File: config.mk
export PLATFORM = sky130hd
export DESIGN_NAME = alpha_premultiply_converter_top
export DESIGN_NICKNAME = d
export VERILOG_FILES = /design/src/rtl/apc_pkg.sv /design/src/rtl/alpha_premultiply_converter_top.sv /design/src/rtl/apc_prep.sv /design/src/rtl/apc_div_cell.sv
export SDC_FILE = /design/constraint.sdc
export NUM_CORES = 2
export LEC_CHECK = 0
export ABC_AREA = 0
export BUFFER_PORTS_ARGS = -buffer_cell sky130_fd_sc_hd__buf_4
export CORE_MARGIN = 2
export CORE_UTILIZATION = 30
export DETAILED_ROUTE_END_ITERATION = 10
export GPL_ROUTABILITY_DRIVEN = 0
export MAX_ROUTING_LAYER = met4
export PLACE_DENSITY = 0.54
export SYNTH_ARGS = -nofsm -noshare
export SYNTH_HDL_FRONTEND = slang
export SYNTH_SLANG_ARGS = --single-unit
File: constraint.sdc
create_clock -name i_clk -period 13 [get_ports i_clk]
set_input_delay 1.3 -clock i_clk [delete_from_list [all_inputs] [get_ports i_clk]]
set_output_delay 1.3 -clock i_clk [all_outputs]
set_load 0.005 [all_outputs]
File: src/rtl/apc_pkg.sv
`timescale 1ns / 1ps

package apc_pkg;

    localparam int unsigned PIX_W    = 8;
    localparam int unsigned NUM_CH   = 3;
    localparam int unsigned QUO_BITS = 8;
    localparam int unsigned REM_W    = 2 * PIX_W;
    localparam int unsigned DSH_W    = PIX_W + QUO_BITS - 1;

    localparam logic [PIX_W-1:0] PIX_MAX  = 8'd255;
    localparam logic [PIX_W-1:0] PIX_HALF = 8'd127;

    typedef enum logic [1:0] {
        CFG_DIRECTION     = 2'd0,
        CFG_ALPHA_PRESENT = 2'd1,
        CFG_SRC_PREMUL    = 2'd2,
        CFG_UNUSED        = 2'd3
    } t_cfg_idx;

    typedef struct packed {
        logic                        direction;
        logic                        alpha_present;
        logic                        src_premul;
    } t_cfg;

    typedef struct packed {
        logic [NUM_CH-1:0][REM_W-1:0] rem;
        logic [NUM_CH-1:0][PIX_W-1:0] quo;
        logic [DSH_W-1:0]             dsh;
        logic [NUM_CH-1:0]            use_fix;
        logic [NUM_CH-1:0][PIX_W-1:0] fix;
        logic [PIX_W-1:0]             alpha;
    } t_cell_data;

endpackage

File: src/rtl/alpha_premultiply_converter_top.sv
// Throughput: one pixel per cycle while i_stall is low, set by a front stage and
// eight division cells, each of which resolves one quotient bit for all three colors.
// Each stage moves on when its successor has room, so bubbles close up under stall.
// Synchronous active-low reset empties the pipeline and restores the register defaults.
`timescale 1ns / 1ps

module alpha_premultiply_converter_top (
    input  logic       i_clk,
    input  logic       i_rst_n,
    input  logic       i_cfg_wr_en,
    input  logic [1:0] i_cfg_index,
    input  logic       i_cfg_data,
    input  logic       i_valid,
    output logic       o_stall,
    input  logic [7:0] i_in_red,
    input  logic [7:0] i_in_green,
    input  logic [7:0] i_in_blue,
    input  logic [7:0] i_in_alpha,
    output logic       o_valid,
    input  logic       i_stall,
    output logic [7:0] o_out_red,
    output logic [7:0] o_out_green,
    output logic [7:0] o_out_blue,
    output logic [7:0] o_out_alpha
);
    import apc_pkg::*;

    t_cfg                         r_cfg;
    logic [NUM_CH-1:0][PIX_W-1:0] color_in;
    logic [NUM_CH-1:0][PIX_W-1:0] color_out;
    logic                         prep_ready;
    logic [QUO_BITS:0]            stg_valid;
    logic [QUO_BITS:0]            stg_ready;
    t_cell_data                   stg_data [QUO_BITS+1];

    always_ff @(posedge i_clk) begin
        if (!i_rst_n) begin
            r_cfg.direction     <= 1'b0;
            r_cfg.alpha_present <= 1'b1;
            r_cfg.src_premul    <= 1'b0;
        end else if (i_cfg_wr_en) begin
            case (t_cfg_idx'(i_cfg_index))
                CFG_DIRECTION:     r_cfg.direction     <= i_cfg_data;
                CFG_ALPHA_PRESENT: r_cfg.alpha_present <= i_cfg_data;
                CFG_SRC_PREMUL:    r_cfg.src_premul    <= i_cfg_data;
                default: begin
                end
            endcase
        end
    end

    assign color_in = {i_in_blue, i_in_green, i_in_red};
    assign o_stall  = !prep_ready;

    apc_prep u_prep (
        .i_clk   (i_clk),
        .i_rst_n (i_rst_n),
        .i_cfg   (r_cfg),
        .i_valid (i_valid),
        .i_color (color_in),
        .i_alpha (i_in_alpha),
        .o_ready (prep_ready),
        .o_valid (stg_valid[0]),
        .o_data  (stg_data[0]),
        .i_ready (stg_ready[0])
    );

    for (genvar k = 0; k < QUO_BITS; k++) begin : g_cell
        apc_div_cell u_cell (
            .i_clk   (i_clk),
            .i_rst_n (i_rst_n),
            .i_valid (stg_valid[k]),
            .i_data  (stg_data[k]),
            .o_ready (stg_ready[k]),
            .o_valid (stg_valid[k+1]),
            .o_data  (stg_data[k+1]),
            .i_ready (stg_ready[k+1])
        );
    end

    assign stg_ready[QUO_BITS] = !i_stall;
    assign o_valid             = stg_valid[QUO_BITS];

    always_comb begin
        for (int i = 0; i < NUM_CH; i++) begin
            color_out[i] = stg_data[QUO_BITS].use_fix[i] ? stg_data[QUO_BITS].fix[i]
                                                         : stg_data[QUO_BITS].quo[i];
        end
    end

    assign o_out_red   = color_out[0];
    assign o_out_green = color_out[1];
    assign o_out_blue  = color_out[2];
    assign o_out_alpha = stg_data[QUO_BITS].alpha;

endmodule

File: src/rtl/apc_prep.sv
`timescale 1ns / 1ps

module apc_prep (
    input  logic                      i_clk,
    input  logic                      i_rst_n,
    input  apc_pkg::t_cfg             i_cfg,
    input  logic                      i_valid,
    input  logic [apc_pkg::NUM_CH-1:0][apc_pkg::PIX_W-1:0] i_color,
    input  logic [apc_pkg::PIX_W-1:0] i_alpha,
    output logic                      o_ready,
    output logic                      o_valid,
    output apc_pkg::t_cell_data       o_data,
    input  logic                      i_ready
);
    import apc_pkg::*;

    logic             r_valid;
    t_cell_data       r_data;
    t_cell_data       n_data;
    logic [PIX_W-1:0] a_eff;

    assign o_ready = !r_valid || i_ready;
    assign o_valid = r_valid;
    assign o_data  = r_data;

    always_comb begin
        a_eff = (!i_cfg.direction && !i_cfg.alpha_present) ? PIX_MAX : i_alpha;
        n_data       = '0;
        n_data.alpha = a_eff;
        n_data.dsh   = i_cfg.direction ? {a_eff, {(QUO_BITS-1){1'b0}}}
                                       : {PIX_MAX, {(QUO_BITS-1){1'b0}}};
        for (int i = 0; i < NUM_CH; i++) begin
            if (i_cfg.direction) begin
                n_data.rem[i] = (REM_W'(i_color[i]) << PIX_W) - REM_W'(i_color[i])
                              + REM_W'(a_eff >> 1);
            end else begin
                n_data.rem[i] = REM_W'(i_color[i]) * REM_W'(a_eff) + REM_W'(PIX_HALF);
            end
            if (a_eff == '0) begin
                n_data.use_fix[i] = 1'b1;
                n_data.fix[i]     = '0;
            end else if (a_eff == PIX_MAX || (!i_cfg.direction && i_cfg.src_premul)) begin
                n_data.use_fix[i] = 1'b1;
                n_data.fix[i]     = i_color[i];
            end else if (i_cfg.direction && i_color[i] >= a_eff) begin
                n_data.use_fix[i] = 1'b1;
                n_data.fix[i]     = PIX_MAX;
            end else begin
                n_data.use_fix[i] = 1'b0;
                n_data.fix[i]     = '0;
            end
        end
    end

    always_ff @(posedge i_clk) begin
        if (!i_rst_n) begin
            r_valid <= 1'b0;
        end else if (o_ready) begin
            r_valid <= i_valid;
        end
        if (o_ready && i_valid) begin
            r_data <= n_data;
        end
    end

endmodule

File: src/rtl/apc_div_cell.sv
`timescale 1ns / 1ps

module apc_div_cell (
    input  logic                i_clk,
    input  logic                i_rst_n,
    input  logic                i_valid,
    input  apc_pkg::t_cell_data i_data,
    output logic                o_ready,
    output logic                o_valid,
    output apc_pkg::t_cell_data o_data,
    input  logic                i_ready
);
    import apc_pkg::*;

    logic       r_valid;
    t_cell_data r_data;
    t_cell_data n_data;

    assign o_ready = !r_valid || i_ready;
    assign o_valid = r_valid;
    assign o_data  = r_data;

    // One restoring division step per lane; the divisor shifts down one bit per cell.
    always_comb begin
        n_data     = i_data;
        n_data.dsh = i_data.dsh >> 1;
        for (int i = 0; i < NUM_CH; i++) begin
            if (i_data.rem[i] >= REM_W'(i_data.dsh)) begin
                n_data.rem[i] = i_data.rem[i] - REM_W'(i_data.dsh);
                n_data.quo[i] = {i_data.quo[i][PIX_W-2:0], 1'b1};
            end else begin
                n_data.quo[i] = {i_data.quo[i][PIX_W-2:0], 1'b0};
            end
        end
    end

    always_ff @(posedge i_clk) begin
        if (!i_rst_n) begin
            r_valid <= 1'b0;
        end else if (o_ready) begin
            r_valid <= i_valid;
        end
        if (o_ready && i_valid) begin
            r_data <= n_data;
        end
    end

endmodule
==> results_dict.tcl <==
set metrics [dict create \
    min_path_cells 0 \
    nFillCells 15770 \
    max_cap_violations 0 \
    criticalPathCategory "reg2reg" \
    std_cell_rows 147 \
    cp-start-kind "flop" \
    gr-total-overflow 0 \
    synth_common_cells "edfxtp_1, ha_1, inv_1, nor2_1, nand2_1" \
    total_power_mw 8.082 \
    clock_latency_ps 710 \
    synth_area_leaders "edfxtp_1, ha_1, fa_1, inv_1, nor2_1" \
    synth-simple-area-share_pct 10.14 \
    ys.warnings.count 0 \
    ctsHoldBuffers 0 \
    synth_top_family_by_area "adder cells" \
    grt_first_pass_wirelength_microns 168800 \
    clock_path_buffers 3 \
    post-dp-hpwl_microns 80990 \
    min_from "g_cell[1].u_cell.o_data[12]$_DFFE_PP_" \
    yosysUniqueCellTypes 78 \
    die_h_microns 404.6 \
    grt_use_met2_pct 23.45 \
    syn_nets 4476 \
    slew_violations 0 \
    setup_viol 0 \
    layout.nets 4584 \
    dieArea_sq_mm 0.1637 \
    tightest_slew_ps 1146 \
    cts.sinks 883 \
    power_density_mw_per_mm2 149.0 \
    slowest_delay_ps 660 \
    cp_cell_sequence "buf_4 -> nor2_1 -> or2_2 -> inv_1 -> nor2_1 -> fa_1 -> fa_1 -> fa_1 -> inv_1 -> fa_1 -> inv_1 -> ha_1 -> a211o_1 -> o311ai_0 -> nand2b_1 -> a21oi_1 -> xnor2_1 -> mux2_2" \
    synth_area_sq_mm 0.04814 \
    grt_pass1_vias 29100 \
    yosysSeqAreaShare_pct 54.83 \
    routedWlPerCell_microns 17.59 \
    critical_path_buf_inv_count 4 \
    use_met3_pct 1.776 \
    synthFlopType "edfxtp_1" \
    remaining_drc_errors 0 \
    cts-root-buf "clkbuf_16" \
    finalHoldViolCount 0 \
    worstHoldPathType "reg2reg" \
    peakVddDrop_mv 0.08665 \
    die_w_microns 404.6 \
    synthMuxAreaShare_pct 1.741 \
    cp_top_family "adder cells" \
    leakage_nw 20.80 \
    fin_crit_ps 6672 \
    vias 28720 \
    synth_most_common_cell "edfxtp_1" \
    synth_xor_xnor_area_share_pct 3.985 \
    synth_compound_area_share_pct 9.498 \
    clk_pin_slew_ps 60 \
    drt-total-wl_microns 108400 \
    fmax_mhz 149.9 \
    grtUsageMet1_pct 16.51 \
    critPathMostFrequentCell "fa_1" \
    reg2reg_to "u_prep.o_data[118]$_DFFE_PP_" \
    fin_util_pct 33.89 \
    final_area_sq_mm 0.05423 \
    yosys.area.top_type "edfxtp_1" \
    avgSynthCellArea_sq_um 12.34 \
    cp_slowest_cell "inv_1" \
    min_to "g_cell[2].u_cell.o_data[12]$_DFFE_PP_" \
    fin_skew_ps 78.63 \
    grt_setup_unrepaired "no" \
    max-slew-margin-rel_pct 23.07 \
    r2r_start "r_cfg[2]$_SDFFE_PN0P_" \
    ys_ff_latch 883 \
    drtIter0Drc 1736 \
    tritoncts "built" \
    via_per_inst 4.660 \
    core_area_sq_mm 0.1600 \
    boundaryPins 74 \
    drive_gt1_share_pct 7.921 \
    grt_max_degree 71 \
    run_status "finished clean" \
    start_util_pct 30.08 \
    tns_ps 0 \
    cts_buffers 91 \
    arrival_ps 7120 \
    diodes 0 \
    cts_max_level 3 \
    area_growth_pct 12.66 \
    r2r_slack_ps 6330 \
    synthArstFlopShare_pct 0 \
    post-route-period-util_pct 51.32 \
    endpoint_kind "flop" \
    synthAdderAreaFrac_pct 16.22 \
    crit_required_ps 13440 \
    placed_cell_area_sq_mm 0.05120 \
    antenna_found_initial 0 \
    reg2regPathDepth 18 \
    grt.total_usage_pct 13.71 \
    synth_edf_count 871 \
    netlist.area_leader.share_pct 54.33 \
    antenna_left 0 \
    portBuffers 73 \
    path_max_fanout 70 \
    synth_cells 3902 \
    cts-resized-gates 0 \
    firstDrtPassIters 5 \
    postCtsSetupBuffers 0 \
    grt_busiest_layer "met2" \
]
## area by class of cell
| type | count | area (sq um) | area share (%) |
|---|---|---|---|
| Clock buffer | 113 | 2400 | 4.425 |
| Clock inverter | 48 | 635.6 | 1.172 |
| Inverter | 367 | 1378 | 2.540 |
| Multi-Input combinational cell | 2572 | 20100 | 37.06 |
| Sequential cell | 883 | 26400 | 48.67 |
| Tap cell | 2086 | 2610 | 4.813 |
| Timing Repair Buffer | 95 | 713.2 | 1.315 |
## placed cells by master, fill, tap and decap left out, drive strengths merged, types with 28 or more instances in the layout
| master | Yosys | routed |
|---|---|---|
| xor2 | 102 | 102 |
| edfxtp | 871 | 871 |
| a21o | 78 | 78 |
| a211oi | 28 | 28 |
| buf | 23 | 95 |
| ha | 384 | 384 |
| nor2b | 72 | 72 |
| o21a | 45 | 45 |
| nand2 | 243 | 243 |
| fa | 150 | 150 |
| nor4 | 48 | 48 |
| and2 | 33 | 33 |
| nor3 | 79 | 79 |
| clkinv | 2 | 36 |
| nand2b | 65 | 65 |
| inv | 365 | 366 |
| a21oi | 216 | 216 |
| mux2 | 54 | 54 |
| clkbuf | 57 | 113 |
| o21ai | 214 | 214 |
| nor2 | 309 | 309 |
| nand3 | 32 | 32 |
| xnor2 | 117 | 117 |
## registers in the layout (all words and copies together) (netlist names)
signal,cells
g_cell.u_cell.o_data,780
u_prep.o_data,91
g_cell.u_cell.o_valid,8
r_cfg,3
u_prep.o_valid,1
## how the worst max path moves through the flow
stage                     depth (start not counted)                                   end                   from
after floorplan                                   3  g_cell[4].u_cell.o_data[0]$_DFFE_PP_                i_stall
after global placement                           17          u_prep.o_data[118]$_DFFE_PP_          i_in_alpha[4]
after detailed placement                         17          u_prep.o_data[118]$_DFFE_PP_          i_in_alpha[4]
after CTS                                        18          u_prep.o_data[118]$_DFFE_PP_  r_cfg[2]$_SDFFE_PN0P_
after global routing                             18          u_prep.o_data[118]$_DFFE_PP_  r_cfg[2]$_SDFFE_PN0P_
final                                            18          u_prep.o_data[118]$_DFFE_PP_  r_cfg[2]$_SDFFE_PN0P_
## power by group
group	internal (mW)	switching, mW	total (mW)
combinational	0.855	1.18	2.03
sequential	3.36	0.0862	3.44
clock	1.50	1.10	2.61
## per-stage QoR
stage                     setup WS, ps  hold WS, ps  std cells
after floorplan                   2903        400.3       3902
after global placement            6107        400.3       6003
after detailed placement          6046        404.5       6003
after CTS                         6313        408.5       6164
after global routing              5912        408.6       6164
final                             6328        407.4       6164
## per-layer routing
metal  wire (microns)  vias to the layer above  share of wire (%)
met1            47240                    13790                 44
met4             3961                        0                3.7
met5                0                        -                  0
met2            53820                      495                 50
met3             3406                      188                3.1
li1                 -                    14250                  -
## cells by family after synthesis
| logic type | count (synthesis) |
|---|---|
| XOR/XNOR | 219 |
| multiplexers | 77 |
| AO/OA/AOI/OAI | 738 |
| buffers and inverters | 447 |
| AND/OR/NAND/NOR | 1004 |
| adder cells (fa/ha/maj) | 534 |
| flip-flops | 883 |
(Power assumes the default switching activity.)
